`src/rtl/bpq_pkg.sv`:
```
// shared constants, codes and controller/datapath interface types of the priority queue
package bpq_pkg;

    localparam int unsigned DEPTH_DEF       = 64;
    localparam int unsigned PRIO_LEVELS_DEF = 10;

    localparam int unsigned CMD_W  = 2;
    localparam int unsigned TAG_W  = 6;
    localparam int unsigned PRIO_W = 4;
    localparam int unsigned STAT_W = 2;

    // command codes, any other code only reports
    localparam logic [CMD_W-1:0] CMD_PUSH = 2'd0;
    localparam logic [CMD_W-1:0] CMD_POP  = 2'd1;

    // status codes
    localparam logic [STAT_W-1:0] STAT_OK        = 2'd0;
    localparam logic [STAT_W-1:0] STAT_POP_EMPTY = 2'd1;
    localparam logic [STAT_W-1:0] STAT_PUSH_FULL = 2'd2;

    // link ram read address select
    typedef enum logic [1:0] {
        RD_FREE,
        RD_HEAD,
        RD_NEXT
    } t_rd_sel;

    typedef struct packed {
        logic    latch_in;
        t_rd_sel rd_sel;
        logic    alloc_hwm;
        logic    alloc_free;
        logic    place_head;
        logic    place_start;
        logic    walk_step;
        logic    wr_slot_next;
        logic    link_cur;
        logic    pop;
        logic    report;
    } t_dp_cmd;

    typedef struct packed {
        logic empty;
        logic full;
        logic hwm_full;
        logic head_insert;
        logic single;
        logic walk_stop;
        logic walk_last;
    } t_dp_status;

endpackage

```
`src/rtl/bounded_priority_queue.sv`:
```
// top level of the bounded priority queue: controller plus list datapath
// states from accept to S_REPORT: status only and rejected commands go there directly,
// pop via S_POP; push via S_FREE (free-list slot only), S_PLACE, S_WALK, S_LINK as needed
// a push walks the sorted list one entry per cycle through the link ram read port
// a new item is taken in the cycle the previous result is shown; busy stays high till then
// synchronous active-low reset empties the queue at once, no clearing pass
// each result is shown for one cycle with o_valid; the receiver cannot stall
module bounded_priority_queue #(
    parameter int unsigned DEPTH       = bpq_pkg::DEPTH_DEF,
    parameter int unsigned PRIO_LEVELS = bpq_pkg::PRIO_LEVELS_DEF
) (
    input  logic                        i_clk,
    input  logic                        i_rst_n,
    // item in
    input  logic                        start,
    output logic                        busy,
    input  logic [bpq_pkg::CMD_W-1:0]   i_cmd,
    input  logic [bpq_pkg::TAG_W-1:0]   i_proc_tag,
    input  logic [bpq_pkg::PRIO_W-1:0]  i_priority_req,
    // result out
    output logic                        o_valid,
    output logic [bpq_pkg::TAG_W-1:0]   o_out_tag,
    output logic [bpq_pkg::PRIO_W-1:0]  o_out_priority,
    output logic [bpq_pkg::PRIO_W-1:0]  o_head_priority,
    output logic                        o_is_empty,
    output logic                        o_is_full,
    output logic [bpq_pkg::STAT_W-1:0]  o_status
);

    // command and status between controller and datapath
    bpq_pkg::t_dp_cmd    dp_cmd;
    bpq_pkg::t_dp_status dp_st;

    // controller: decodes the item, sequences allocation, list walk, pop and report
    bpq_ctrl u_ctrl (
        .i_clk    (i_clk),
        .i_rst_n  (i_rst_n),
        .i_start  (start),
        .i_cmd    (i_cmd),
        .i_st     (dp_st),
        .o_cmd    (dp_cmd),
        .o_busy   (busy),
        .o_valid  (o_valid),
        .o_status (o_status)
    );

    // datapath: linked list in two rams, free list threaded through the link ram,
    // never-used slots handed out by a high-water counter
    bpq_dp #(
        .DEPTH       (DEPTH),
        .PRIO_LEVELS (PRIO_LEVELS)
    ) u_dp (
        .i_clk           (i_clk),
        .i_rst_n         (i_rst_n),
        .i_proc_tag      (i_proc_tag),
        .i_priority_req  (i_priority_req),
        .i_cmd           (dp_cmd),
        .o_st            (dp_st),
        .o_out_tag       (o_out_tag),
        .o_out_priority  (o_out_priority),
        .o_head_priority (o_head_priority),
        .o_is_empty      (o_is_empty),
        .o_is_full       (o_is_full)
    );

endmodule

```
`src/rtl/bpq_ram.sv`:
```
// generic single write port ram with registered read
module bpq_ram #(
    parameter int unsigned WIDTH = 8,
    parameter int unsigned DEPTH = 64
) (
    input  logic                     i_clk,
    input  logic                     i_we,
    input  logic [$clog2(DEPTH)-1:0] i_waddr,
    input  logic [WIDTH-1:0]         i_wdata,
    input  logic [$clog2(DEPTH)-1:0] i_raddr,
    output logic [WIDTH-1:0]         o_rdata
);

    logic [WIDTH-1:0] r_mem [DEPTH];
    logic [WIDTH-1:0] r_rdata;

    always_ff @(posedge i_clk) begin
        if (i_we) begin
            r_mem[i_waddr] <= i_wdata;
        end
        r_rdata <= r_mem[i_raddr];
    end

    assign o_rdata = r_rdata;

endmodule

```
`src/rtl/bpq_ctrl.sv`:
```
// sequencing state machine of the priority queue
module bpq_ctrl (
    input  logic                        i_clk,
    input  logic                        i_rst_n,
    input  logic                        i_start,
    input  logic [bpq_pkg::CMD_W-1:0]   i_cmd,
    input  bpq_pkg::t_dp_status         i_st,
    output bpq_pkg::t_dp_cmd            o_cmd,
    output logic                        o_busy,
    output logic                        o_valid,
    output logic [bpq_pkg::STAT_W-1:0]  o_status
);

    typedef enum logic [2:0] {
        S_IDLE,
        S_FREE,
        S_PLACE,
        S_WALK,
        S_LINK,
        S_POP,
        S_REPORT
    } t_state;

    t_state                      r_state;
    t_state                      n_state;
    logic                        r_valid;
    logic [bpq_pkg::STAT_W-1:0]  r_status;
    logic [bpq_pkg::STAT_W-1:0]  n_status;
    bpq_pkg::t_dp_cmd            cmd;

    always_comb begin
        n_state    = r_state;
        n_status   = r_status;
        cmd        = '0;
        cmd.rd_sel = bpq_pkg::RD_HEAD;
        unique case (r_state)
            S_IDLE: begin
                if (i_start) begin
                    cmd.latch_in = 1'b1;
                    n_status     = bpq_pkg::STAT_OK;
                    if (i_cmd == bpq_pkg::CMD_PUSH) begin
                        if (i_st.full) begin
                            n_status = bpq_pkg::STAT_PUSH_FULL;
                            n_state  = S_REPORT;
                        end else if (i_st.hwm_full) begin
                            cmd.rd_sel = bpq_pkg::RD_FREE;
                            n_state    = S_FREE;
                        end else begin
                            cmd.alloc_hwm = 1'b1;
                            n_state       = S_PLACE;
                        end
                    end else if (i_cmd == bpq_pkg::CMD_POP) begin
                        if (i_st.empty) begin
                            n_status = bpq_pkg::STAT_POP_EMPTY;
                            n_state  = S_REPORT;
                        end else begin
                            n_state = S_POP;
                        end
                    end else begin
                        n_state = S_REPORT;
                    end
                end
            end
            S_FREE: begin
                cmd.alloc_free = 1'b1;
                n_state        = S_PLACE;
            end
            S_PLACE: begin
                if (i_st.head_insert) begin
                    cmd.place_head = 1'b1;
                    n_state        = S_REPORT;
                end else begin
                    cmd.place_start = 1'b1;
                    n_state         = i_st.single ? S_LINK : S_WALK;
                end
            end
            S_WALK: begin
                cmd.rd_sel = bpq_pkg::RD_NEXT;
                if (i_st.walk_stop) begin
                    cmd.wr_slot_next = 1'b1;
                    n_state          = S_LINK;
                end else begin
                    cmd.walk_step = 1'b1;
                    if (i_st.walk_last) begin
                        n_state = S_LINK;
                    end
                end
            end
            S_LINK: begin
                cmd.link_cur = 1'b1;
                n_state      = S_REPORT;
            end
            S_POP: begin
                cmd.pop = 1'b1;
                n_state = S_REPORT;
            end
            S_REPORT: begin
                cmd.report = 1'b1;
                n_state    = S_IDLE;
            end
            default: begin
                n_state = S_IDLE;
            end
        endcase
    end

    always_ff @(posedge i_clk) begin
        r_status <= n_status;
        if (!i_rst_n) begin
            r_state <= S_IDLE;
            r_valid <= 1'b0;
        end else begin
            r_state <= n_state;
            r_valid <= cmd.report;
        end
    end

    assign o_cmd    = cmd;
    assign o_busy   = (r_state != S_IDLE);
    assign o_valid  = r_valid;
    assign o_status = r_status;

endmodule

```
`src/rtl/bpq_dp.sv`:
```
// list datapath: slot allocation, link walk, head and count registers, result registers
module bpq_dp #(
    parameter int unsigned DEPTH       = bpq_pkg::DEPTH_DEF,
    parameter int unsigned PRIO_LEVELS = bpq_pkg::PRIO_LEVELS_DEF
) (
    input  logic                        i_clk,
    input  logic                        i_rst_n,
    input  logic [bpq_pkg::TAG_W-1:0]   i_proc_tag,
    input  logic [bpq_pkg::PRIO_W-1:0]  i_priority_req,
    input  bpq_pkg::t_dp_cmd            i_cmd,
    output bpq_pkg::t_dp_status         o_st,
    output logic [bpq_pkg::TAG_W-1:0]   o_out_tag,
    output logic [bpq_pkg::PRIO_W-1:0]  o_out_priority,
    output logic [bpq_pkg::PRIO_W-1:0]  o_head_priority,
    output logic                        o_is_empty,
    output logic                        o_is_full
);

    localparam int unsigned IW   = $clog2(DEPTH);
    localparam int unsigned CW   = $clog2(DEPTH + 1);
    localparam int unsigned PW   = bpq_pkg::PRIO_W;
    localparam int unsigned TW   = bpq_pkg::TAG_W;
    localparam int unsigned LW   = IW + PW;
    localparam int unsigned PCAP = (PRIO_LEVELS > (2 ** PW) - 1) ? (2 ** PW) - 1 : PRIO_LEVELS;
    localparam logic [PW-1:0] PMAX    = PW'(PCAP);
    localparam logic [CW-1:0] DEPTH_C = CW'(DEPTH);

    logic [IW-1:0] r_head;
    logic [PW-1:0] r_head_prio;
    logic [CW-1:0] r_count;
    logic [CW-1:0] r_hwm;
    logic [IW-1:0] r_free;
    logic [IW-1:0] r_slot;
    logic [IW-1:0] r_cur;
    logic [CW-1:0] r_rem;
    logic [TW-1:0] r_tag;
    logic [PW-1:0] r_prio;
    logic [TW-1:0] r_pop_tag;
    logic [PW-1:0] r_pop_prio;
    logic [TW-1:0] r_out_tag;
    logic [PW-1:0] r_out_prio;
    logic [PW-1:0] r_out_head_prio;
    logic          r_out_empty;
    logic          r_out_full;

    logic [PW-1:0] prio_in;
    logic          empty;

    // each link word holds the next slot and that slot's priority
    logic          link_we;
    logic [IW-1:0] link_waddr;
    logic [LW-1:0] link_wdata;
    logic [IW-1:0] link_raddr;
    logic [LW-1:0] link_rdata;
    logic [IW-1:0] nx;
    logic [PW-1:0] nxp;
    logic [TW-1:0] tag_rdata;

    assign nx    = link_rdata[LW-1:PW];
    assign nxp   = link_rdata[PW-1:0];
    assign empty = (r_count == '0);

    always_comb begin
        if (i_priority_req == '0) begin
            prio_in = PW'(1);
        end else if (i_priority_req > PMAX) begin
            prio_in = PMAX;
        end else begin
            prio_in = i_priority_req;
        end
    end

    always_comb begin
        unique case (i_cmd.rd_sel)
            bpq_pkg::RD_FREE: link_raddr = r_free;
            bpq_pkg::RD_HEAD: link_raddr = r_head;
            bpq_pkg::RD_NEXT: link_raddr = nx;
            default:          link_raddr = r_head;
        endcase
    end

    always_comb begin
        link_we    = 1'b0;
        link_waddr = r_slot;
        link_wdata = {r_head, r_head_prio};
        priority if (i_cmd.place_head) begin
            link_we = 1'b1;
        end else if (i_cmd.wr_slot_next) begin
            link_we    = 1'b1;
            link_wdata = link_rdata;
        end else if (i_cmd.link_cur) begin
            link_we    = 1'b1;
            link_waddr = r_cur;
            link_wdata = {r_slot, r_prio};
        end else if (i_cmd.pop) begin
            // freed slot goes on top of the free list
            link_we    = 1'b1;
            link_waddr = r_head;
            link_wdata = {r_free, {PW{1'b0}}};
        end
    end

    bpq_ram #(
        .WIDTH (LW),
        .DEPTH (DEPTH)
    ) u_link_ram (
        .i_clk   (i_clk),
        .i_we    (link_we),
        .i_waddr (link_waddr),
        .i_wdata (link_wdata),
        .i_raddr (link_raddr),
        .o_rdata (link_rdata)
    );

    bpq_ram #(
        .WIDTH (TW),
        .DEPTH (DEPTH)
    ) u_tag_ram (
        .i_clk   (i_clk),
        .i_we    (i_cmd.place_head | i_cmd.place_start),
        .i_waddr (r_slot),
        .i_wdata (r_tag),
        .i_raddr (r_head),
        .o_rdata (tag_rdata)
    );

    always_comb begin
        o_st.empty       = empty;
        o_st.full        = (r_count == DEPTH_C);
        o_st.hwm_full    = (r_hwm == DEPTH_C);
        o_st.head_insert = empty || (r_prio < r_head_prio);
        o_st.single      = (r_count == CW'(1));
        o_st.walk_stop   = (nxp > r_prio);
        o_st.walk_last   = (r_rem == CW'(1));
    end

    // list control state
    always_ff @(posedge i_clk) begin
        if (!i_rst_n) begin
            r_head  <= '0;
            r_count <= '0;
            r_hwm   <= '0;
        end else begin
            if (i_cmd.alloc_hwm) begin
                r_hwm <= r_hwm + CW'(1);
            end
            if (i_cmd.place_head) begin
                r_head  <= r_slot;
                r_count <= r_count + CW'(1);
            end else if (i_cmd.link_cur) begin
                r_count <= r_count + CW'(1);
            end else if (i_cmd.pop) begin
                r_count <= r_count - CW'(1);
                r_head  <= (r_count == CW'(1)) ? '0 : nx;
            end
        end
    end

    // payload and walk registers
    always_ff @(posedge i_clk) begin
        if (i_cmd.latch_in) begin
            r_tag      <= i_proc_tag;
            r_prio     <= prio_in;
            r_pop_tag  <= '0;
            r_pop_prio <= '0;
        end
        if (i_cmd.alloc_hwm) begin
            r_slot <= r_hwm[IW-1:0];
        end
        if (i_cmd.alloc_free) begin
            r_slot <= r_free;
            r_free <= nx;
        end
        if (i_cmd.place_head) begin
            r_head_prio <= r_prio;
        end
        if (i_cmd.place_start) begin
            r_cur <= r_head;
            r_rem <= r_count - CW'(1);
        end
        if (i_cmd.walk_step) begin
            r_cur <= nx;
            r_rem <= r_rem - CW'(1);
        end
        if (i_cmd.pop) begin
            r_pop_tag   <= tag_rdata;
            r_pop_prio  <= r_head_prio;
            r_free      <= r_head;
            r_head_prio <= nxp;
        end
        if (i_cmd.report) begin
            r_out_tag       <= r_pop_tag;
            r_out_prio      <= r_pop_prio;
            r_out_head_prio <= empty ? '0 : r_head_prio;
            r_out_empty     <= empty;
            r_out_full      <= (r_count == DEPTH_C);
        end
    end

    assign o_out_tag       = r_out_tag;
    assign o_out_priority  = r_out_prio;
    assign o_head_priority = r_out_head_prio;
    assign o_is_empty      = r_out_empty;
    assign o_is_full       = r_out_full;

endmodule

```
`config.mk`:
```
export PLATFORM = sky130hd
export DESIGN_NAME = bounded_priority_queue
export DESIGN_NICKNAME = d
export VERILOG_FILES = /design/src/rtl/bpq_pkg.sv /design/src/rtl/bounded_priority_queue.sv /design/src/rtl/bpq_ram.sv /design/src/rtl/bpq_ctrl.sv /design/src/rtl/bpq_dp.sv
export SDC_FILE = /design/constraint.sdc
export NUM_CORES = 1
export LEC_CHECK = 0
export BUFFER_PORTS_ARGS = -buffer_cell sky130_fd_sc_hd__buf_2
export CAP_MARGIN = 0
export CORE_MARGIN = 5
export CORE_UTILIZATION = 45
export DETAILED_ROUTE_END_ITERATION = 6
export SLEW_MARGIN = 20
export SYNTH_ARGS = -nofsm -noshare
export SYNTH_HDL_FRONTEND = slang
export SYNTH_SLANG_ARGS = --single-unit
```
`constraint.sdc`:
```
create_clock -name i_clk -period 6.9 [get_ports i_clk]
set_clock_uncertainty 0.2 [all_clocks]
set_input_delay 1.38 -clock i_clk [delete_from_list [all_inputs] [get_ports i_clk]]
set_output_delay 1.38 -clock i_clk [all_outputs]
set_load 0.005 [all_outputs]
```
==> parameters.txt, run 1 <==
Parameter                              Value

Finish
  Fillers    8160
  Number of nets in the final layout    2900
  Final standard cell area without fillers    0.0505 mm²
  Share of final-layout standard cells stronger than drive strength 1    0.149
  Layout overhead on the synthesized area    11.7%
  # diodes    0

Synth
  Top cell types by occurrence after synthesis    1091 x sky130_fd_sc_hd__edfxtp_1, 460 x sky130_fd_sc_hd__nand2_1, 180 x sky130_fd_sc_hd__nor2_1, 135 x sky130_fd_sc_hd__mux2i_1, 126 x sky130_fd_sc_hd__mux4_2
  Dominant synthesized flop cell    sky130_fd_sc_hd__edfxtp_1
  Share of synthesized registers carrying an async set or reset    0
  Yosys warning count    0
  Mean area per synthesized cell    15.9 µm²
  Flip-flop and latch count after synthesis    1131
  Count of distinct cell types in the synthesized netlist    57
  Sequential fraction of the synthesis area    0.743
  Net count after synthesis    2873
  Number of flops mapped to enable cells by yosys    1091
  Mapped Area    0.0452 mm²
  Count leader, synth    sky130_fd_sc_hd__edfxtp_1
  Area contributors post-synth    sky130_fd_sc_hd__edfxtp_1 73%, sky130_fd_sc_hd__mux4_2 6.3%, sky130_fd_sc_hd__nand2_1 3.8%, sky130_fd_sc_hd__mux2i_1 3.0%, sky130_fd_sc_hd__dfxtp_1 1.8%
  Cells after Synth    2843
  Share of the synthesized area in the top cell type    0.725
  Synth area leader    sky130_fd_sc_hd__edfxtp_1

GRT
  Initial antenna violation count    1
  Largest net degree at the start of global routing    104
  Overflow after GRT    0
  Via count of the first global-routing pass    25.3k
  GRT Util Overall    0.204
  Global-route wire length before repair    165000 µm

Timing
  Count of endpoints failing setup in the final report    0
  Max frequency    184 MHz
  Unrepaired setup endpoints after global routing    no
  Headroom to the max-slew limit    0.163
  Post-layout min period    5440 ps
  Post-route setup TNS    0 ps
  Share of the clock period used by the worst path after layout    0.788
  Total count of hold-check failures in the final report    0
  Number of pins exceeding their max-slew limit in the final report    0
  Worst-margin pin slew    1240 ps

Worst setup path
  Crit-path most repeated cell    sky130_fd_sc_hd__nor4_1
  Critical Path Fanout Max    43
  Launching instance or port of the critical path    u_dp.r_count[0]$_SDFFE_PN0P_
  Capturing element type of the critical path    flop
  Cells along the critical path    inv_1 > ha_1 > or4b_4 > o311ai_4 > o21ai_2 > o21ai_4 > buf_12 > buf_4 > mux2i_1 > o22ai_1 > nor4_1 > nor4_1 > o21a_1
  Crit path largest cell delay    1030 ps
  Worst flop-to-flop path startpoint    u_dp.r_count[0]$_SDFFE_PN0P_
  Arrival time of data at the critical path endpoint    5880 ps
  Critical Path Start Type    flop
  Critical path class    reg -> reg
  Slowest stage cell, crit path    sky130_fd_sc_hd__nor4_1
  Data required time of the worst path    7340 ps

Routing
  Number of antenna-violating nets in the routed design    0
  Total wire length    111000 µm
  Overall via count from detail_route    25.2k
  Post-DR vias/cell    5.91
  WL/cell    25.9 µm
  Starting DRT DRC Count    2529
  Total iterations of the first detailed-routing run    7
  Remaining design rule violation count    3

CTS
  Number of levels in the clock H-tree    3
  CTS buffer count    115
  CTS tree    done
  Number of post-CTS setup repair buffers    0
  Number of sinks driven by the clock tree    1131
  Count of cells resized by post-cts repair    0
  Clk Tree Root Cell    sky130_fd_sc_hd__clkbuf_16
  Number of hold-repair buffers added at the cts stage    0
  Maximum number of buffers from clock root to sink    3
  Insertion delay of the later-clocked pin in the worst-skew pair    700 ps
  Clock-pin slew of the registers on the worst-case setup and hold paths    60 ps

Power and ir drop
  Leak pwr    16.8 nW
  Pwr per Cell Area    373 mW/mm²
  Clock power frac    0.321
  Maximum vdd drop    0.345 mV
  Part of the power in combinational logic    0.213
  Flop pwr share    0.466
  Fraction of power spent switching nets    0.302
  Int Pwr    13.1 mW
  Net switching power of the design    5.68 mW

Placed design
  Total cell area at the placement stage    0.0467 mm²
  Final weighted congestion in routability-driven placement    0.799
  DP HPWL    66600 µm
  Count of buffers from port buffering    34

Run status
  Failing checks    DRC
  Status    complete, but fails checks

Flow run
  Max capacitance violation total    0

Die
  Placeable core region    0.0999 mm²
  Die ar.    0.107 mm²
  Die extent in x    327 µm
  Die Ht    327 µm
  Starting density of the core    0.452
  Cell row count    116
  Number of top-level design ports    35

Hold path
  Class of the most critical hold timing path    reg -> reg
  Hold Path Origin    u_dp.r_pop_tag[0]$_SDFFCE_PN0P_
-- per-stage QoR --
stage	hold WS [ps]	util	std cells	setup WS (ps)	total power [mW]
5_1_grt	230	0.505	4267	1340	19.5
3_3_place_gp	202	0.468	4051	1310	12.8
3_5_place_dp	206	0.468	4051	1230	12.9
6_report	219	0.505	4267	1460	18.8
2_1_floorplan	200	-	2843	2480	11.2
4_1_cts	217	0.505	4267	1530	18.9
-- cells in the final DEF (no fill, tap or decap), drive strengths merged, types with 52 or more instances in the layout --
cell type,synthesis,routed
nand2,460,460
buf,50,80
nor4,52,52
nand3,91,91
nor2,180,180
clkbuf,120,154
edfxtp,1091,1091
mux2i,135,135
a21oi,101,101
mux4,126,126
-- critical path: cells and delay by family, from the launching register on --
| kind | cells | cell delay [ps] |
|---|---|---|
| compound gates | 5 | 1740 |
| simple gates | 3 | 1630 |
| buf+inv | 3 | 1000 |
| flops | 1 | 430 |
| fa+ha+maj | 1 | 160 |
| mux | 1 | 150 |
-- power by group through the flow --
| stage | clock network, mW | logic (mW) | registers [mW] |
|---|---|---|---|
| finish | 6.04 | 4.00 | 8.77 |
| global route | 6.45 | 4.26 | 8.79 |
| CTS | 6.14 | 4.00 | 8.77 |
| detailed placement | 0 | 3.98 | 8.91 |
| global placement | 0 | 3.91 | 8.91 |
| floorplan | 0 | 2.42 | 8.79 |
-- sequential cells by signal (all words and copies together) (netlist names), 6 cells and up --
signal                   count
u_dp.u_link_ram.r_mem      640
u_dp.u_tag_ram.r_mem       384
u_dp.u_link_ram.o_rdata     10
u_dp.r_count                 7
u_dp.r_hwm                   7
u_dp.r_rem                   7
u_dp.o_out_tag               6
u_dp.r_cur                   6
u_dp.r_free                  6
u_dp.r_head                  6
u_dp.r_pop_tag               6
u_dp.r_slot                  6
u_dp.r_tag                   6
u_dp.u_tag_ram.o_rdata       6
-- final timing paths --
path,end,slack [ps],cells after the start
hold reg to reg,u_dp.o_out_tag[0]$_DFFE_PP_,220,0
setup / recovery,u_dp.u_link_ram.o_rdata[9]$_DFF_P_,1460,13
setup reg to reg,u_dp.u_link_ram.o_rdata[9]$_DFF_P_,1460,13
hold / removal,u_dp.o_out_tag[0]$_DFFE_PP_,220,0
-- final cells by class --
type	instances	area [µm²]	share of cell area
flip-flops and latches	1131	33600	0.665
inverters	18	67.6	0.00134
clock buffers	154	3120	0.0618
clock inverters	62	577	0.0114
well taps	1298	1620	0.0322
multi-input cells	1524	10900	0.217
repair buffers	80	566	0.0112
-- per-layer routing --
layer	global-route usage	part of all wire
met5	0.00543	0.00075
met4	0.0594	0.026
met3	0.0360	0.070
met2	0.328	0.48
met1	0.290	0.43
-- cells by family after synthesis --
| group | after synthesis | synth area share |
|---|---|---|
| flip-flops | 1131 | 0.743 |
| AND/OR/NAND/NOR | 885 | 0.0853 |
| AO/OA/AOI/OAI | 322 | 0.0484 |
| multiplexers | 284 | 0.0985 |
| buffers and inverters | 188 | 0.0173 |
| XOR/XNOR | 18 | 0.00349 |
| adder cells (fa/ha/maj) | 15 | 0.00415 |
No activity file was read; power rests on OpenSTA's default activity.
==> run 2, diff against run 1 <==
--- a/config.mk
+++ b/config.mk
@@ -5,6 +5,7 @@
 export SDC_FILE = /design/constraint.sdc
 export NUM_CORES = 1
 export LEC_CHECK = 0
+export ABC_AREA = 1
 export BUFFER_PORTS_ARGS = -buffer_cell sky130_fd_sc_hd__buf_2
 export CAP_MARGIN = 0
 export CORE_MARGIN = 5
==> constraint.sdc (replaced) <==
create_clock -name i_clk -period 5.6 [get_ports i_clk]
set_clock_uncertainty 0.2 [all_clocks]
set_input_delay 1.12 -clock i_clk [delete_from_list [all_inputs] [get_ports i_clk]]
set_output_delay 1.12 -clock i_clk [all_outputs]
set_load 0.005 [all_outputs]
==> parameters.txt, run 2 <==
Parameter                              Value

GRT
  GRT Util Overall    0.231 (+0.0264)
  Largest net degree at the start of global routing    177 (+70%)
  Initial antenna violation count    0 (-1)
  Overflow after GRT    0 (unchanged)
  Global-route wire length before repair    201000 µm (+22%)
  Via count of the first global-routing pass    30.9k (+22%)

Synth
  Top cell types by occurrence after synthesis    1091 x sky130_fd_sc_hd__edfxtp_1, 761 x sky130_fd_sc_hd__nand2_1, 701 x sky130_fd_sc_hd__nand3_1, 425 x sky130_fd_sc_hd__nor2_1, 384 x sky130_fd_sc_hd__inv_1
  Share of synthesized registers carrying an async set or reset    0 (unchanged)
  Flip-flop and latch count after synthesis    1131 (unchanged)
  Cells after Synth    4362 (+53%)
  Dominant synthesized flop cell    sky130_fd_sc_hd__edfxtp_1
  Area contributors post-synth    sky130_fd_sc_hd__edfxtp_1 68%, sky130_fd_sc_hd__nand3_1 7.2%, sky130_fd_sc_hd__nand2_1 5.9%, sky130_fd_sc_hd__nor2_1 3.3%, sky130_fd_sc_hd__inv_1 3.0%
  Share of the synthesized area in the top cell type    0.677 (-0.0487)
  Yosys warning count    0 (unchanged)
  Count of distinct cell types in the synthesized netlist    42 (-26%)
  Count leader, synth    sky130_fd_sc_hd__edfxtp_1
  Net count after synthesis    4392 (+53%)
  Synth area leader    sky130_fd_sc_hd__edfxtp_1
  Mapped Area    0.0484 mm² (+7.2%)
  Number of flops mapped to enable cells by yosys    1091 (unchanged)
  Mean area per synthesized cell    11.1 µm² (-30%)
  Sequential fraction of the synthesis area    0.693 (-0.0499)

Worst setup path
  Critical Path Start Type    flop
  Arrival time of data at the critical path endpoint    4530 ps (-1350 ps)
  Critical Path Fanout Max    18 (-58%)
  Critical path class    reg -> reg
  Capturing element type of the critical path    flop
  Data required time of the worst path    5730 ps (-1610 ps)

Die
  Die ar.    0.114 mm² (+7.0%)
  Die Ht    338 µm (+3.4%)
  Cell row count    120 (+3.4%)
  Starting density of the core    0.453 (+0.000587)
  Number of top-level design ports    35 (unchanged)
  Die extent in x    338 µm (+3.4%)
  Placeable core region    0.107 mm² (+7.1%)

Timing
  Worst-margin pin slew    1130 ps (-115 ps)
  Share of the clock period used by the worst path after layout    0.787 (-0.00149)
  Count of endpoints failing setup in the final report    0 (unchanged)
  Post-layout min period    4410 ps (-1030 ps)
  Headroom to the max-slew limit    0.247 (+0.0841)
  Post-route setup TNS    0 ps (unchanged)
  Unrepaired setup endpoints after global routing    no
  Max frequency    227 MHz (+23%)
  Number of pins exceeding their max-slew limit in the final report    0 (unchanged)
  Total count of hold-check failures in the final report    0 (unchanged)

Power and ir drop
  Fraction of power spent switching nets    0.363 (+0.0610)
  Leak pwr    20.0 nW (+19%)
  Clock power frac    0.284 (-0.037)
  Flop pwr share    0.419 (-0.047)
  Int Pwr    16.9 mW (+29%)
  Pwr per Cell Area    493 mW/mm² (+32%)
  Maximum vdd drop    0.311 mV (-10%)
  Part of the power in combinational logic    0.298 (+0.085)
  Net switching power of the design    9.64 mW (+70%)
  Total design power    26.6 mW (+41%)

CTS
  Number of post-CTS setup repair buffers    0 (unchanged)
  Insertion delay of the later-clocked pin in the worst-skew pair    720 ps (+20 ps)
  Number of hold-repair buffers added at the cts stage    0 (unchanged)
  Number of sinks driven by the clock tree    1131 (unchanged)
  CTS tree    done
  Clock-pin slew of the registers on the worst-case setup and hold paths    60 ps (about the same)
  CTS buffer count    116 (+0.87%)
  Count of cells resized by post-cts repair    0 (unchanged)
  Maximum number of buffers from clock root to sink    3 (unchanged)
  Clk Tree Root Cell    sky130_fd_sc_hd__clkbuf_16
  Number of levels in the clock H-tree    3 (unchanged)

Finish
  Fillers    9441 (+16%)
  Largest Register    u_dp.u_link_ram.r_mem
  Number of nets in the final layout    4369 (+51%)
  # diodes    0 (unchanged)
  Most frequent standard cell in the layout excluding fill and tap cells    sky130_fd_sc_hd__edfxtp_1
  Share of final-layout standard cells stronger than drive strength 1    0.0769 (-0.0720)
  Max reg flops    640 (unchanged)
  Leading cell types in the layout, fill and taps excluded    1091 x sky130_fd_sc_hd__edfxtp_1, 758 x sky130_fd_sc_hd__nand2_1, 701 x sky130_fd_sc_hd__nand3_1
  Layout overhead on the synthesized area    11.2%
  Count of placed standard cells in the final layout, fillers left out    5840 (+37%)

Routing
  WL/cell    23.0 µm (-11%)
  Post-DR vias/cell    5.67 (-4.1%)
  Overall via count from detail_route    33.1k (+31%)
  Number of antenna-violating nets in the routed design    0 (unchanged)
  Total wire length    134000 µm (+21%)
  Total iterations of the first detailed-routing run    6 (-1)
  Starting DRT DRC Count    4194 (+66%)
  Remaining design rule violation count    0 (-3)

Placed design
  Count of buffers from port buffering    34 (unchanged)
  DP HPWL    78900 µm (+18%)
  Final weighted congestion in routability-driven placement    0.854 (+6.9%)
  Number of cells in the design after placement    5624 (+39%)

Hold path
  Class of the most critical hold timing path    reg -> reg

Flow run
  Max capacitance violation total    0 (unchanged)

Run status
  Status    complete, no violations
==> run 2: cell count changes after synthesis, moves of 135 or more <==
| cell | change |
|---|---|
| sky130_fd_sc_hd__nand2_1 | +301 |
| sky130_fd_sc_hd__nand3_1 | +610 |
| sky130_fd_sc_hd__inv_1 | +366 |
| sky130_fd_sc_hd__mux2i_1 | -135 |
| sky130_fd_sc_hd__o21ai_0 | +249 |
| sky130_fd_sc_hd__nor2_1 | +245 |
==> run 2: logic make-up (layout without fill, tap and decap cells) <==
| family | count (synthesis) | count (layout) | synth area share |
|---|---|---|---|
| DFF | 1131 | 1131 | 0.693 |
| adders and majority gates | 15 | 15 | 0.00388 |
| and+or+nand+nor | 2049 | 2049 | 0.189 |
| xor gates and xnor gates | 14 | 14 | 0.00253 |
| AOI/OAI and AO/OA | 479 | 479 | 0.0558 |
| buffers and inverters | 674 | 749 | 0.0558 |
==> run 2: worst max-delay path, stage by stage (launching register included) <==
cell and delay (ps):
sky130_fd_sc_hd__dfxtp_1 460, sky130_fd_sc_hd__inv_2 90, sky130_fd_sc_hd__nor2_4 70, sky130_fd_sc_hd__buf_4 270
sky130_fd_sc_hd__inv_2 120, sky130_fd_sc_hd__nor2_2 190, sky130_fd_sc_hd__inv_1 310, sky130_fd_sc_hd__nor2_1 170
sky130_fd_sc_hd__nor2_1 80, sky130_fd_sc_hd__o21a_1 170, sky130_fd_sc_hd__inv_1 110, sky130_fd_sc_hd__nand2_1 70
sky130_fd_sc_hd__nor2_1 100, sky130_fd_sc_hd__inv_1 60, sky130_fd_sc_hd__nor2_1 280, sky130_fd_sc_hd__inv_1 330
sky130_fd_sc_hd__nor2_1 910
==> run 2: layout make-up <==
| type | instances | area, µm² | share of cell area |
|---|---|---|---|
| timing repair buffer | 128 | 1030 | 0.0191 |
| multi-input combinational | 2557 | 12300 | 0.228 |
| inverter | 405 | 1530 | 0.0285 |
| tap | 1403 | 1760 | 0.0326 |
| clock inverter | 67 | 537 | 0.00997 |
| clock buffer | 149 | 3140 | 0.0583 |
| sequential | 1131 | 33600 | 0.623 |
==> run 2: worst paths after layout <==
| check | slack (ps) | to | depth (start not counted) | startpoint |
|---|---|---|---|---|
| max | 1190 | u_dp.u_link_ram.r_mem[41][0]$_DFFE_PP_ | 16 | u_ctrl.r_state[2]$_SDFFE_PN0P_ |
| min | 220 | u_dp.o_out_tag[2]$_DFFE_PP_ | 0 | u_dp.r_pop_tag[2]$_SDFFCE_PN0P_ |
| max reg2reg | 1190 | u_dp.u_link_ram.r_mem[41][0]$_DFFE_PP_ | 16 | u_ctrl.r_state[2]$_SDFFE_PN0P_ |
| min reg2reg | 220 | u_dp.o_out_tag[2]$_DFFE_PP_ | 0 | u_dp.r_pop_tag[2]$_SDFFCE_PN0P_ |
==> run 2: layer usage <==
layer  vias to the layer above  GRT usage  routed length, µm  share of wire
met3                       196     0.0372              11600          0.087
met2                      1500      0.354              60600           0.45
li1                      15200          -                  -              -
met5                         -          0                  0              0
met1                     16200      0.344              58600           0.44
met4                         0     0.0640               3230          0.024
==> run 2: stage by stage <==
step	setup slack, ps	util	hold WS [ps]	cell area [µm²]
after global placement	937	0.469	205	50200
final	1190	0.504	219	53900
after detailed placement	886	0.469	206	50200
after CTS	1250	0.504	220	53800
after global routing	1050	0.504	228	53900
after floorplan	584	-	200	48400
==> run 2: power groups by stage <==
stage                     Sequential (mW)  Clock (mW)  Combinational, mW
after CTS                            11.1        7.64               7.82
after floorplan                      11.3           0               4.57
after global placement               11.3           0               7.75
after detailed placement             11.3           0               7.80
after global routing                 11.1        8.00               8.55
final                                11.1        7.54               7.90
